--- src/design/mpint_pkg.sv ---
// types, constants and helpers shared by the msgpack integer decoder
// no dependencies
`default_nettype none

package mpint_pkg;

    localparam int unsigned BYTE_W  = 8;
    localparam int unsigned KIND_W  = 3;
    localparam int unsigned VALUE_W = 64;
    localparam int unsigned LEFT_W  = 4;

    // tag bytes and masks of the format
    localparam logic [7:0] POS_FIX_MASK = 8'h80;
    localparam logic [7:0] NEG_FIX_MASK = 8'hE0;
    localparam logic [7:0] FIX_VAL_MASK = 8'h1F;
    localparam logic [7:0] TAG_UINT8    = 8'hCC;
    localparam logic [7:0] TAG_UINT16   = 8'hCD;
    localparam logic [7:0] TAG_UINT32   = 8'hCE;
    localparam logic [7:0] TAG_UINT64   = 8'hCF;
    localparam logic [7:0] TAG_INT8     = 8'hD0;
    localparam logic [7:0] TAG_INT16    = 8'hD1;
    localparam logic [7:0] TAG_INT32    = 8'hD2;
    localparam logic [7:0] TAG_INT64    = 8'hD3;

    typedef enum logic [1:0] {
        TAG_POS_FIX,
        TAG_NEG_FIX,
        TAG_PAYLOAD,
        TAG_BAD
    } t_tag_class;

    // payload size code: 0..3 for 1, 2, 4, 8 bytes
    typedef enum logic [1:0] {
        LEN_1 = 2'd0,
        LEN_2 = 2'd1,
        LEN_4 = 2'd2,
        LEN_8 = 2'd3
    } t_len_code;

    typedef struct packed {
        t_tag_class tag_class;
        t_len_code  len_code;
        logic       is_signed;
    } t_tag_info;

    function automatic logic [LEFT_W-1:0] len_bytes(input t_len_code code);
        logic [LEFT_W-1:0] n;
        unique case (code)
            LEN_1:   n = LEFT_W'(1);
            LEN_2:   n = LEFT_W'(2);
            LEN_4:   n = LEFT_W'(4);
            LEN_8:   n = LEFT_W'(8);
            default: n = LEFT_W'(1);
        endcase
        return n;
    endfunction

endpackage

`default_nettype wire

--- src/design/mpint_in_if.sv ---
// input channel of the msgpack integer decoder: one stream byte per word
// depends on mpint_pkg
`default_nettype none

interface mpint_in_if;
    logic                              valid;
    logic                              ready;
    logic [mpint_pkg::BYTE_W-1:0]      in_byte;
    logic [mpint_pkg::KIND_W-1:0]      target_kind;

    modport source (output valid, output in_byte, output target_kind, input ready);
    modport sink   (input valid, input in_byte, input target_kind, output ready);
endinterface

`default_nettype wire

--- src/design/mpint_out_if.sv ---
// result channel of the msgpack integer decoder: one decoded value per word
// depends on mpint_pkg
`default_nettype none

interface mpint_out_if;
    logic                              valid;
    logic                              ready;
    logic [mpint_pkg::VALUE_W-1:0]     value_bits;
    logic                              tag_error;

    modport source (output valid, output value_bits, output tag_error, input ready);
    modport sink   (input valid, input value_bits, input tag_error, output ready);
endinterface

`default_nettype wire

--- src/design/mpint_tag_decode.sv ---
// classifies a tag byte against the wanted destination kind
// depends on mpint_pkg
`default_nettype none

module mpint_tag_decode (
    input  wire logic [mpint_pkg::BYTE_W-1:0] i_tag,
    input  wire logic [mpint_pkg::KIND_W-1:0] i_kind,
    output mpint_pkg::t_tag_info              o_info
);

    logic [1:0] size;
    logic [1:0] idx;
    logic       kind_signed;
    logic       is_uint_tag;
    logic       is_int_tag;

    assign size        = i_kind[1:0];
    assign kind_signed = i_kind[2];
    assign idx         = i_tag[1:0];
    assign is_uint_tag = (i_tag[7:2] == mpint_pkg::TAG_UINT8[7:2]);
    assign is_int_tag  = (i_tag[7:2] == mpint_pkg::TAG_INT8[7:2]);

    always_comb begin
        o_info.tag_class = mpint_pkg::TAG_BAD;
        o_info.len_code  = mpint_pkg::t_len_code'(idx);
        o_info.is_signed = 1'b0;
        priority if ((i_tag & mpint_pkg::POS_FIX_MASK) == 8'h00) begin
            o_info.tag_class = mpint_pkg::TAG_POS_FIX;
        end else if (((i_tag & mpint_pkg::NEG_FIX_MASK) == mpint_pkg::NEG_FIX_MASK)
                     && kind_signed) begin
            o_info.tag_class = mpint_pkg::TAG_NEG_FIX;
        end else if (!kind_signed) begin
            if (is_uint_tag && (idx <= size)) begin
                o_info.tag_class = mpint_pkg::TAG_PAYLOAD;
            end
        end else if (is_int_tag && (idx <= size)) begin
            o_info.tag_class = mpint_pkg::TAG_PAYLOAD;
            o_info.is_signed = 1'b1;
        end else if (is_uint_tag && (idx < size)) begin
            // a signed kind takes an unsigned format of any smaller size
            o_info.tag_class = mpint_pkg::TAG_PAYLOAD;
        end else begin
            o_info.tag_class = mpint_pkg::TAG_BAD;
        end
    end

endmodule

`default_nettype wire

--- src/design/msgpack_integer_decoder_core.sv ---
// msgpack integer decoder top level: tag state, payload accumulator, result register
// depends on mpint_pkg, mpint_in_if, mpint_out_if, mpint_tag_decode
//
// usage:
//   i_in carries the stream one byte per word, with the wanted destination kind
//   (0..3 u8..u64, 4..7 i8..i64) that is looked at only on a tag byte.
//   o_out carries one word per decoded integer: value_bits, extended to 64 bits
//   by the format, and tag_error for a tag the kind does not allow (value zero).
//   a fixint or a rejected tag gives its result in the cycle after it is taken;
//   a payload format gives its result in the cycle after its last payload byte.
//   bytes go in at one per cycle unless the receiver stalls: the tag check and the
//   accumulator shift sit between the input handshake and the result register.
//   a byte is taken whenever the result register is empty or is being read in
//   the same cycle, so a stalled receiver holds the result and the input waits.
//   synchronous active-low reset empties the result register and returns the
//   decoder to waiting for a tag.
`default_nettype none

module msgpack_integer_decoder_core (
    input  wire logic   i_clk,
    input  wire logic   i_rst_n,
    mpint_in_if.sink    i_in,
    mpint_out_if.source o_out
);

    localparam int unsigned VW = mpint_pkg::VALUE_W;
    localparam int unsigned LW = mpint_pkg::LEFT_W;
    localparam int unsigned BW = mpint_pkg::BYTE_W;

    mpint_pkg::t_tag_info info;

    logic [LW-1:0]          r_bytes_left, n_bytes_left;
    logic [VW-1:0]          r_gathered, n_gathered;
    logic                   r_sgn, n_sgn;
    mpint_pkg::t_len_code   r_len_code, n_len_code;
    logic                   r_out_valid, n_out_valid;
    logic [VW-1:0]          r_value, n_value;
    logic                   r_bad, n_bad;

    logic                   accept;
    logic                   emit;
    logic [VW-1:0]          shifted;
    logic [VW-1:0]          extended;

    mpint_tag_decode u_tag (
        .i_tag  (i_in.in_byte),
        .i_kind (i_in.target_kind),
        .o_info (info)
    );

    assign i_in.ready       = !r_out_valid || o_out.ready;
    assign accept           = i_in.valid && i_in.ready;
    assign o_out.valid      = r_out_valid;
    assign o_out.value_bits = r_value;
    assign o_out.tag_error  = r_bad;

    assign shifted = {r_gathered[VW-BW-1:0], i_in.in_byte};

    // sign extension by payload length for signed formats
    always_comb begin
        extended = shifted;
        if (r_sgn) begin
            unique case (r_len_code)
                mpint_pkg::LEN_1: extended = {{(VW-8){shifted[7]}}, shifted[7:0]};
                mpint_pkg::LEN_2: extended = {{(VW-16){shifted[15]}}, shifted[15:0]};
                mpint_pkg::LEN_4: extended = {{(VW-32){shifted[31]}}, shifted[31:0]};
                mpint_pkg::LEN_8: extended = shifted;
                default:          extended = shifted;
            endcase
        end
    end

    always_comb begin
        n_bytes_left = r_bytes_left;
        n_gathered   = r_gathered;
        n_sgn        = r_sgn;
        n_len_code   = r_len_code;
        n_value      = r_value;
        n_bad        = r_bad;
        emit         = 1'b0;
        if (accept) begin
            if (r_bytes_left != '0) begin
                n_bytes_left = r_bytes_left - LW'(1);
                n_gathered   = shifted;
                if (r_bytes_left == LW'(1)) begin
                    emit       = 1'b1;
                    n_value    = extended;
                    n_bad      = 1'b0;
                    n_gathered = '0;
                end
            end else begin
                unique case (info.tag_class)
                    mpint_pkg::TAG_POS_FIX: begin
                        emit    = 1'b1;
                        n_value = VW'(i_in.in_byte);
                        n_bad   = 1'b0;
                    end
                    mpint_pkg::TAG_NEG_FIX: begin
                        emit    = 1'b1;
                        n_value = {{(VW-BW){1'b1}}, i_in.in_byte};
                        n_bad   = 1'b0;
                    end
                    mpint_pkg::TAG_PAYLOAD: begin
                        n_bytes_left = mpint_pkg::len_bytes(info.len_code);
                        n_len_code   = info.len_code;
                        n_sgn        = info.is_signed;
                        n_gathered   = '0;
                    end
                    mpint_pkg::TAG_BAD: begin
                        emit    = 1'b1;
                        n_value = '0;
                        n_bad   = 1'b1;
                    end
                    default: begin
                        emit    = 1'b1;
                        n_value = '0;
                        n_bad   = 1'b1;
                    end
                endcase
            end
        end
        n_out_valid = emit || (r_out_valid && !o_out.ready);
    end

    always_ff @(posedge i_clk) begin
        if (!i_rst_n) begin
            r_bytes_left <= '0;
            r_gathered   <= '0;
            r_sgn        <= 1'b0;
            r_len_code   <= mpint_pkg::LEN_1;
            r_out_valid  <= 1'b0;
        end else begin
            r_bytes_left <= n_bytes_left;
            r_gathered   <= n_gathered;
            r_sgn        <= n_sgn;
            r_len_code   <= n_len_code;
            r_out_valid  <= n_out_valid;
        end
    end

    // payload registers, no reset needed
    always_ff @(posedge i_clk) begin
        r_value <= n_value;
        r_bad   <= n_bad;
    end

    // an error word never carries a value
    a_bad_is_zero: assert property (@(posedge i_clk) disable iff (!i_rst_n)
        r_out_valid && r_bad |-> r_value == '0)
        else $error("error word with nonzero value");

    // payload count stays within the longest format
    a_left_range: assert property (@(posedge i_clk) disable iff (!i_rst_n)
        r_bytes_left <= LW'(8))
        else $error("payload count out of range");

    // each payload byte taken counts down by one
    a_countdown: assert property (@(posedge i_clk) disable iff (!i_rst_n)
        accept && (r_bytes_left != '0) |=> r_bytes_left == $past(r_bytes_left) - LW'(1))
        else $error("payload count did not step");

    // a payload byte short of the last produces no word
    a_no_early_word: assert property (@(posedge i_clk) disable iff (!i_rst_n)
        accept && (r_bytes_left > LW'(1)) && o_out.ready |=> !r_out_valid)
        else $error("word produced before last payload byte");

    // an empty result register never blocks the input
    a_ready_when_empty: assert property (@(posedge i_clk) disable iff (!i_rst_n)
        !r_out_valid |-> i_in.ready)
        else $error("input blocked with empty result register");

endmodule

`default_nettype wire
--- src/flat_wrapper.sv ---
// flat-port wrapper written by rule: the top's interface ports become plain ports
module msgpack_integer_decoder_core_flat 
  (i_clk, i_rst_n, i_in_valid, i_in_in_byte, i_in_target_kind, i_in_ready, o_out_valid, o_out_value_bits, o_out_tag_error, o_out_ready);
  mpint_in_if i_in_i ();
  mpint_out_if o_out_i ();
  input  wire logic i_clk;
  input  wire logic i_rst_n;
  input wire logic [$bits(i_in_i.valid)-1:0] i_in_valid;
  input wire logic [$bits(i_in_i.in_byte)-1:0] i_in_in_byte;
  input wire logic [$bits(i_in_i.target_kind)-1:0] i_in_target_kind;
  output wire logic [$bits(i_in_i.ready)-1:0] i_in_ready;
  output wire logic [$bits(o_out_i.valid)-1:0] o_out_valid;
  output wire logic [$bits(o_out_i.value_bits)-1:0] o_out_value_bits;
  output wire logic [$bits(o_out_i.tag_error)-1:0] o_out_tag_error;
  input wire logic [$bits(o_out_i.ready)-1:0] o_out_ready;
  assign i_in_i.valid = i_in_valid;
  assign i_in_i.in_byte = i_in_in_byte;
  assign i_in_i.target_kind = i_in_target_kind;
  assign i_in_ready = i_in_i.ready;
  assign o_out_valid = o_out_i.valid;
  assign o_out_value_bits = o_out_i.value_bits;
  assign o_out_tag_error = o_out_i.tag_error;
  assign o_out_i.ready = o_out_ready;
  msgpack_integer_decoder_core u_core (.i_clk(i_clk), .i_rst_n(i_rst_n), .i_in(i_in_i), .o_out(o_out_i));
endmodule
--- config.mk ---
export PLATFORM = sky130hd
export DESIGN_NAME = msgpack_integer_decoder_core_flat
export DESIGN_NICKNAME = d
export VERILOG_FILES = /design/src/design/mpint_pkg.sv /design/src/design/mpint_in_if.sv /design/src/design/mpint_out_if.sv /design/src/design/mpint_tag_decode.sv /design/src/design/msgpack_integer_decoder_core.sv /design/src/flat_wrapper.sv
export SDC_FILE = /design/constraint.sdc
export NUM_CORES = 1
export LEC_CHECK = 0
export ABC_CLOCK_PERIOD_IN_PS = 8400
export BUFFER_PORTS_ARGS = -buffer_cell sky130_fd_sc_hd__buf_4
export CAP_MARGIN = 0
export CORE_AREA = 2 2 115 117
export CTS_BUF_LIST = sky130_fd_sc_hd__clkbuf_8 sky130_fd_sc_hd__clkbuf_16
export DETAILED_ROUTE_END_ITERATION = 8
export DIE_AREA = 0 0 117 119
export PLACE_DENSITY = 0.64
export SYNTH_ARGS = -nofsm -noshare
export SYNTH_HDL_FRONTEND = slang
export SYNTH_SLANG_ARGS = --single-unit
--- constraint.sdc ---
create_clock -name i_clk -period 8.4 [get_ports i_clk]
set_input_delay 0.42 -clock i_clk [delete_from_list [all_inputs] [get_ports i_clk]]
set_output_delay 0.42 -clock i_clk [all_outputs]
set_load 0.005 [all_outputs]
Word-level counts from Yosys, hierarchy flattened
Index checks and enable logic that the tools add are counted.
{ "op_classes": {"add_sub_neg": 1, "n_mul": 0, "div_mod_pow": 0, "n_lt_le_gt_ge": 2, "n_eq_ne": 14, "shifts": 0, "n_mux": 28, "n_bitwise": 1, "n_reduce_logical": 24} }
{ "op_table": {"columns": ["operator", "n"], "rows": [
  ["$pmux 64 s4", 1],
  ["$mux 64", 3],
  ["$pmux 64 s3", 1],
  ["$mux 56", 3],
  ["$pmux 4 s4", 1],
  ["$mux 1", 13],
  ["$eq 2x2->1 const B", 6],
  ["$eq 6x6->1 const B", 2],
  ["$reduce_and 3->1", 3],
  ["$logic_not 8->1", 1],
  ["$mux 4", 2],
  ["$reduce_bool 4->1", 2],
  ["$eq 2x1->1 const B", 3],
  ["$logic_and 1x1->1", 6],
  ["$logic_not 2->1", 3],
  ["$mux 2", 3],
  ["$eq 4x1->1 const B", 1],
  ["$sub 4x1->4 const B", 1],
  ["$eq 3x3->1 const B", 1],
  ["$reduce_bool 3->1", 1],
  ["$reduce_or 3->1", 1],
  ["$le 2x2->1", 1],
  ["$logic_not 1->1", 2],
  ["$logic_or 1x1->1", 2],
  ["7 further kinds", 7]
]} }
{ "totals": {"regBits": 129, "latchBits": 0, "ramBits": 0, "rom_bits": 0, "input_bits": 15, "output_inout_bits": 67, "mem_count": 0} }

Depth between registers and ports, before layout
Gate-level depths: netlist of the first run.
{ "logic_depth": {"depth_word": 13, "depth_mapped": 9} }

Modules after synthesis
Synthesis of the first run repeated with hierarchy kept, for this count alone.
{ "unflattened": {"hier_cells": 461, "hier_area_um2": 5003.5} }
{ "modules_own_cells": {"columns": ["module", "instances", "cells_per_inst", "area_each_um2", "seq_area_each_um2"], "rows": [
  ["msgpack_integer_decoder_core", 1, 441, 4873.4, 3233.1],
  ["mpint_tag_decode", 1, 20, 130.1, 0.0]
]} }

Worst setup path after synthesis of the first run
OpenSTA, ideal clock, no wires.
{ "synth_path": {"path_kind": "input port to flip-flop", "start": "in i_in_target_kind[1]", "end": "reg u_core.r_value[0], in the netlist u_core.o_out.value_bits[0] (enable)", "setup_time_ns": 0.565, "arrival_time_ns": 5.906, "t_required_ns": 7.835, "setup_slack_ns": 1.929, "path_stages": 7, "n_path_buf": 0, "path_cell_list": "inv_1 -> ha_1 -> nor2b_1 -> o21ai_0 -> a22o_1 -> and3_1 -> nor3_1"} }
{ "synth_via": {"elab_chain_cells": 10, "word_cells_on_any_way": 16, "cone_classes": "order compare: 2; eq/ne: 2; mux: 6; reduce/logical: 6"} }
{ "synth_lines": {"columns": ["item", "line", "text"], "rows": [
  ["from (decl)", "flat_wrapper.sv:10", "input wire logic [$bits(i_in_i.target_kind)-1:0] i_in_target_kind;"],
  ["$lt 2x2->1", "mpint_tag_decode.sv:39", "end else if (is_uint_tag && (idx < size)) begin"],
  ["$logic_and 1x1->1", "mpint_tag_decode.sv:39", null],
  ["$mux 1", "mpint_tag_decode.sv:39", null],
  ["$mux 1", "mpint_tag_decode.sv:36", "end else if (is_int_tag && (idx <= size)) begin"],
  ["$mux 2 (*)", "mpint_tag_decode.sv:32", "end else if (!kind_signed) begin"],
  ["$mux 2 (*)", "mpint_tag_decode.sv:29", "end else if (((i_tag & mpint_pkg::NEG_FIX_MASK) == mpint_pkg::NEG_FIX_MASK)"],
  ["$mux 2 (*)", "mpint_tag_decode.sv:27", "priority if ((i_tag & mpint_pkg::POS_FIX_MASK) == 8'h00) begin"],
  ["$eq 2x1->1, or another cell as far along", "msgpack_integer_decoder_core.sv:92", "unique case (info.tag_class)"],
  ["$reduce_bool 4->1 (no line) (*)", null, null],
  ["$reduce_and 3->1 (no line) (*)", null, null],
  ["to (signal assigned)", "msgpack_integer_decoder_core.sv:143", "r_value <= n_value;"],
  ["to (decl)", "msgpack_integer_decoder_core.sv:37", "logic [VW-1:0] r_value, n_value;"]
]} }
Every way passes the cells marked *; elsewhere a longest branch is shown, timed or not.
A chain may end at the register's enable or synchronous reset.

Final worst setup path of the first run
{ "layout_path": {"start": "in i_in_in_byte[1]", "end": "reg u_core.r_gathered[2]"} }
{ "layout_via": {"elab_chain_cells": 10, "word_cells_on_any_way": 14, "cone_classes": "order compare: 2; eq/ne: 1; mux: 6; reduce/logical: 5"} }
{ "layout_lines": {"columns": ["item", "line", "text"], "rows": [
  ["from (decl)", "flat_wrapper.sv:9", "input wire logic [$bits(i_in_i.in_byte)-1:0] i_in_in_byte;"],
  ["$lt 2x2->1", "mpint_tag_decode.sv:39", null],
  ["$logic_and 1x1->1", "mpint_tag_decode.sv:39", null],
  ["$mux 1", "mpint_tag_decode.sv:39", null],
  ["$mux 1", "mpint_tag_decode.sv:36", null],
  ["$mux 2 (*)", "mpint_tag_decode.sv:32", null],
  ["$mux 2 (*)", "mpint_tag_decode.sv:29", null],
  ["$mux 2 (*)", "mpint_tag_decode.sv:27", null],
  ["$eq 2x2->1 (*)", "msgpack_integer_decoder_core.sv:92", null],
  ["$reduce_bool 2->1 (no line) (*)", null, null],
  ["$reduce_and 2->1 (no line) (*)", null, null],
  ["to (signal assigned)", "msgpack_integer_decoder_core.sv:134", "r_gathered <= n_gathered;"],
  ["to (decl)", "msgpack_integer_decoder_core.sv:33", "logic [VW-1:0] r_gathered, n_gathered;"]
]} }
Marks and branches as above.

==> results.md, run 1 <==
* Clock Latency Late Sink at 420 ps
* All-Layer GR Usage at ~18%
* Std-Cell Rows at 42
* Total CTS buffers at 17
* Final hold violation count at 0
* Sum of negative setup slack at 0 ps
* Post-route setup slack at just under 6000 ps
* Leak Pwr at 0.00247 uW
* Total power at ~1500 uW
* Relative slew margins at between 20% and 30%
* Mapped Avg Cell Area at 10.1 um2
* I/O pin total at 82
* Die H at 119 um
* Final Max Tran Viols at 0
* CP most frequent cell: buf_4
* Post-synthesis net count at 572
* DRT antenna net count at 0
* Yosys top cell by area: edfxtp_1
* Die width at approximately 120 um
* WL per Instance at 14.9 um
* Root Buffer: clkbuf_16
* Yosys top cell area share at 34.9%
* Hold Path Depth at 3
* Worst Path Required at 8740 ps
* CP top delay family: buffers and inverters
* CP Class: primary input to register
* # fillers at ~1,200
* DP HPWL at ~7.3 mm
* Vias per cell at 5.06
* DR DRC count at 0
* Commonest non-fill, non-tap cells in the layout: 165 x nand2_1, 86 x buf_4, 65 x edfxtp_1
* Internal reg-to-reg setup slack at 5920 ps
* Yosys reg bits at approximately 130
* Clock net sink count at about 130
* DRT Pass-1 Iters at 5
* Final setup fails at 0
* Status: finished clean
* Skew final at 5.91 ps
* Max frequency at between 300 and 400 MHz
* Area Growth Syn to Fin at 22.6%
* DRT iter0 DRCs at 285
* CP max-delay cell: buf_4
* Worst Path Buf+Inv at 2
* Full die area at 13,900 um2
* Initial antenna violation count at 0
* Top cells by area, synth: edfxtp_1 35%, dfxtp_1 23%, nand2_1 11%
* Diode count at 0
* DR vias at 4,081
* Min Tclk post-route at 2610 ps
* Final WL at 12.0 mm
* Largest net degree at the start of global routing at 82
* FF-to-FF path depth at 6
* First-pass GRT wire length at 19.3 mm
* CTS Buffer Depth at 2
* Fin nets at between 600 and 700
* Routability cong. at between 0.8 and 0.9
* Kind of start point of the critical path: primary input
* Synth cell types at 42
* Worst Tran Pin Value at 1140 ps
* Max_cap viols at 0
* Post_cts resized at 0
* Crit path cell chain: buf_4 -> ha_1 -> nor2b_1 -> o21ai_1 -> a31o_2 -> o2bb2ai_4 -> buf_4 -> mux2i_1
* Post-Syn Area at about 5600 um2
* # Post-CTS Setup Buffers at 0
* RSZ-0062 raised after global routing: false
* Worst R2R Start: u_core.r_bytes_left[0]
* Hold_ws at 292 ps
* Cell area power density at 220 nW/um2
* Fin util at 53.2%
* Worst hold endpoint: u_core.r_gathered[4]
* Critical path's largest stage delay at between 700 and 800 ps
* Worst hold path type: primary input to register
* Worst vdd ir at between 0.0001 and 0.00015 V
* Reg clk slew, reported paths at 50 ps
* TritonCTS clock tree: built
* Arrival time at the worst endpoint at 2940 ps
* Layout cell share with drive strength beyond 1 at approximately a fifth
* Worst slack, placed at 5370 ps
* Grt ovf at 0
* Post-synthesis cell count at 553
* Tcrit/Tclk final at 31.0%
* Reg2reg end: u_core.o_out.value_bits[24]
* Core area at 12,900 um2
* HP Start: i_in_in_byte[4]
* Initial Utilization at 43.4%
* Most common cell after layout, fill and taps aside: nand2_1
* Worst-path maximum fanout at 59
* Port Buffer Count at between 80 and 90
* Vias in the first global route at 3,909
* H-Tree Depth at 4
* Yosys warning count at 0
* Hold buffers post-CTS at 0
* Setup crit end kind: register
* Seq/Total Area, Yosys at 57.8%
final cells by class:
class	instances	area (um2)	share of cell area (%)
Clock buffer	17	425	6.21
Clock inverter	15	151	2.21
Inverter	7	26.3	0.383
Multi-Input combinational cell	376	2150	31.4
Sequential cell	129	3230	47.2
Tap cell	176	220	3.21
Timing Repair Buffer	86	646	9.42
cell usage after synthesis:
| cell type | n |
|---|---|
| nand2_1 | 165 |
| edfxtp_1 | 65 |
| dfxtp_1 | 64 |
| a21oi_1 | 61 |
| mux2i_1 | 61 |
| clkbuf_1 | 29 |
| nand3_1 | 23 |
| o21ai_0 | 9 |
| nor2_1 | 8 |
| inv_1 | 7 |
| nor2b_1 | 7 |
| buf_4 | 5 |
| nor3_1 | 5 |
| buf_1 | 4 |
| ha_1 | 4 |
| and2_1 | 3 |
| and3_1 | 3 |
| or3_1 | 3 |
| a2bb2oi_1 | 2 |
| buf_6 | 2 |
| nand2b_1 | 2 |
| a211oi_2 | 1 |
| a21o_1 | 1 |
| a22o_1 | 1 |
| a22oi_1 | 1 |
| a22oi_2 | 1 |
| a31o_2 | 1 |
| a31oi_1 | 1 |
| a32o_1 | 1 |
| buf_2 | 1 |
| nand3b_1 | 1 |
| nand3b_4 | 1 |
| nor3_2 | 1 |
| nor4_1 | 1 |
| nor4b_4 | 1 |
| o21a_1 | 1 |
| o21ai_1 | 1 |
| o2bb2ai_4 | 1 |
| o31a_1 | 1 |
| o32ai_1 | 1 |
| or2_2 | 1 |
| or4_1 | 1 |
kinds of logic (layout without fill, tap and decap cells):
family	Yosys count	count (layout)	share of synthesized area (%)
buffers and inverters	48	125	3.85
adders and majority gates	4	4	0.895
DFF	129	129	57.8
AOI/OAI and AO/OA	85	85	8.93
and+or+nand+nor	226	226	17.6
muxes	61	61	10.9
through the flow:
step | instances | cell area, um2
3_3_place_gp | 774 | 6280
6_report | 806 | 6860
5_1_grt | 806 | 6860
4_1_cts | 806 | 6860
3_5_place_dp | 774 | 6280
2_1_floorplan | 553 | 5590
state kept, by name (all words and copies together) (netlist names):
signal                   flops
u_core.o_out.tag_error       1
u_core.r_gathered           56
u_core.r_bytes_left          4
u_core.o_out.valid           1
u_core.o_out.value_bits     64
u_core.r_sgn                 1
u_core.r_len_code            2
power by group:
group	internal, uW	total (uW)	switching, uW
clock	458	718	261
sequential	688	695	6.19
combinational	41.9	93.2	51.3
total	1190	1510	318
worst max path at each step:
stage | from | to | slack [ps] | cells after the start
after global placement | i_in_in_byte[1] | u_core.o_out.value_bits[31] | 5510 | 8
after floorplan | i_in_target_kind[1] | u_core.o_out.value_bits[0] | 1930 | 7
after global routing | i_in_in_byte[1] | u_core.o_out.value_bits[24] | 5620 | 8
after CTS | i_in_in_byte[1] | u_core.r_gathered[2] | 5830 | 8
final | i_in_in_byte[1] | u_core.r_gathered[2] | 5790 | 8
after detailed placement | i_in_in_byte[1] | u_core.r_gathered[2] | 5370 | 8
worst min-delay path, stage by stage:
cell and delay [ps]:
buf_4 130, nand2_1 50, mux2i_1 50
layer usage:
layer | track usage (%) | share of wire, % | vias up
li1 | - | - | 2052
met1 | 23.9 | 47 | 1926
met2 | 27.8 | 48 | 91
met3 | 5.14 | 4.1 | 12
met4 | 7.50 | 1.1 | 0
met5 | 0 | 0 | -
Note: power is estimated with default switching activity, not from simulation.
==> run 2: changes to the inputs <==
- ABC_CLOCK_PERIOD_IN_PS: 8400 -> 2500
- clock period: 8.4 -> 2.5 ns (I/O delays scaled with it)
==> results.md, run 2 (same netlist as run 1, synthesis figures left out) <==
* Status: finished clean
* Grt ovf at 0
* Total CTS buffers at 17
* Largest net degree at the start of global routing at 65
* Kind of start point of the critical path: register
* I/O pin total at 82
* DR vias at roughly 4,100
* Internal reg-to-reg setup slack at 530 ps
* # fillers at ~1,200
* Die H at 119 um
* HP Start: i_in_in_byte[3]
* Max FFs per register at 64
* Post_cts resized at 0
* Setup crit end kind: register
* Final WL at 12.1 mm
* Worst vdd ir at 0.000354 V
* RSZ-0062 raised after global routing: false
* DRT met1 WL at between 5 and 6 mm
* Clock net sink count at 129
* Cell area after layout at 6990 um2
* Layout cell share with drive strength beyond 1 at a little over a fifth
* DR DRC count at 0
* All-Layer GR Usage at 18.3%
* Worst slack, placed at between 300 and 400 ps
* Max frequency at approximately 510 MHz
* Core area at 12,900 um2
* Max_cap viols at 0
* Full die area at ~14,000 um2
* Met3 wire len at 528 um
* Hold Path Depth at 3
* Skew final at 6.41 ps
* # Post-CTS Setup Buffers at 0
* Crit path cell chain: inv_1 -> ha_2 -> and2_4 -> o21ai_0 -> a211oi_2 -> nor2_1
* Min Tclk post-route at 1970 ps
* Sum of negative setup slack at 0 ps
* Worst hold path type: primary input to register
* H-Tree Depth at 4
* Arrival time at the worst endpoint at 2110 ps
* Reg2reg end: u_core.o_out.value_bits[0]
* Routability cong. at 0.895
* Commonest non-fill, non-tap cells in the layout: 165 x nand2_1, 91 x buf_4, 65 x edfxtp_1
* Worst Path Required at 2640 ps
* DRT antenna net count at 0
* DRT Pass-1 Iters at 4
* CTS Buffer Depth at 2
* Final Max Tran Viols at 0
* Most common cell after layout, fill and taps aside: nand2_1
* Fin util at a little over half
* Relative slew margins at 61.0%
* Initial antenna violation count at 0
* Register area at 3240 um2
* Die width at 117 um
* Worst Tran Pin Value at 585 ps
* Tcrit/Tclk final at about four fifths
* Area of placed instances at approximately 6400 um2
* Cell area power density at 720 nW/um2
* Post-route setup slack at 530 ps
* Vias in the first global route at 4,060
* Total power at just over 5000 uW
* FF-to-FF path depth at 6
* Initial Utilization at 43.4%
* DRT iter0 DRCs at 310
* First-pass GRT wire length at 19.8 mm
* Met2 routed WL at between 5 and 6 mm
* Reg clk slew, reported paths at ~50 ps
* Worst R2R Start: u_core.r_bytes_left[1]
* Area Growth Syn to Fin at 25.0%
* Port Buffer Count at 81
* CP Class: register to register
* Std-Cell Rows at 42
* Vias per cell at slightly above 5
* Critical path's largest stage delay at 550 ps
* Final hold violation count at 0
* Area of the multi-input gates at ~2200 um2
* Hold buffers post-CTS at 0
* Worst hold endpoint: u_core.r_gathered[3]
* Clock Latency Late Sink at between 400 and 500 ps
* TritonCTS clock tree: built
* Worst-path maximum fanout at 9
* Root Buffer: clkbuf_16
* Top Metal Used: met4
* Fin nets at 644
* CP max-delay cell: a211oi_2
* WL per Instance at 14.9 um
* Leak Pwr at 0.00253 uW
* Diode count at 0
* DP HPWL at 7.78 mm
* Final setup fails at 0
## run 2: stage by stage
stage                     hold WS (ps)  std cells
after detailed placement           438        782
after global routing              18.9        813
after floorplan                    267        553
final                             13.8        813
after CTS                         2.91        813
after global placement             433        782
## run 2: cell type report
class	instances	share of cell area, %
Clock buffer	17	6.09
Tap cell	176	3.15
Multi-Input combinational cell	376	31.4
Clock inverter	14	1.97
Sequential cell	129	46.3
Timing Repair Buffer	94	10.6
Inverter	7	0.483
## run 2: layer usage
metal  GRT usage [%]  up-vias
met5               0        -
met1            23.9     1945
met4            7.43        0
met2            28.5      108
met3            5.24       29
li1                -     2055
## run 2: worst max-delay path by stage
stage	start	endpoint	slack, ps	depth (start not counted)
after global placement	i_in_in_byte[1]	u_core.o_out.value_bits[20]	430	8
final	u_core.r_bytes_left[1]	u_core.o_out.value_bits[0]	530	6
after detailed placement	i_in_in_byte[1]	u_core.r_gathered[8]	350	8
after CTS	u_core.r_bytes_left[1]	u_core.o_out.value_bits[4]	530	6
after global routing	u_core.r_bytes_left[0]	u_core.r_gathered[16]	340	7
after floorplan	i_in_target_kind[1]	u_core.o_out.value_bits[0]	-530	7
## run 2: power breakdown
part / leakage, uW / internal [uW] / switching, uW
clock network: 0.000295 / 1520 / 842
registers: 0.00117 / 2310 / 20.4
logic: 0.00107 / 153 / 180
## run 2: critical path: cells and delay by family (launching register included)
family	cells	cell delay [ps]
compound gates	2	720
fa+ha+maj	1	230
simple gates	2	330
buf+inv	1	80
flops	1	330
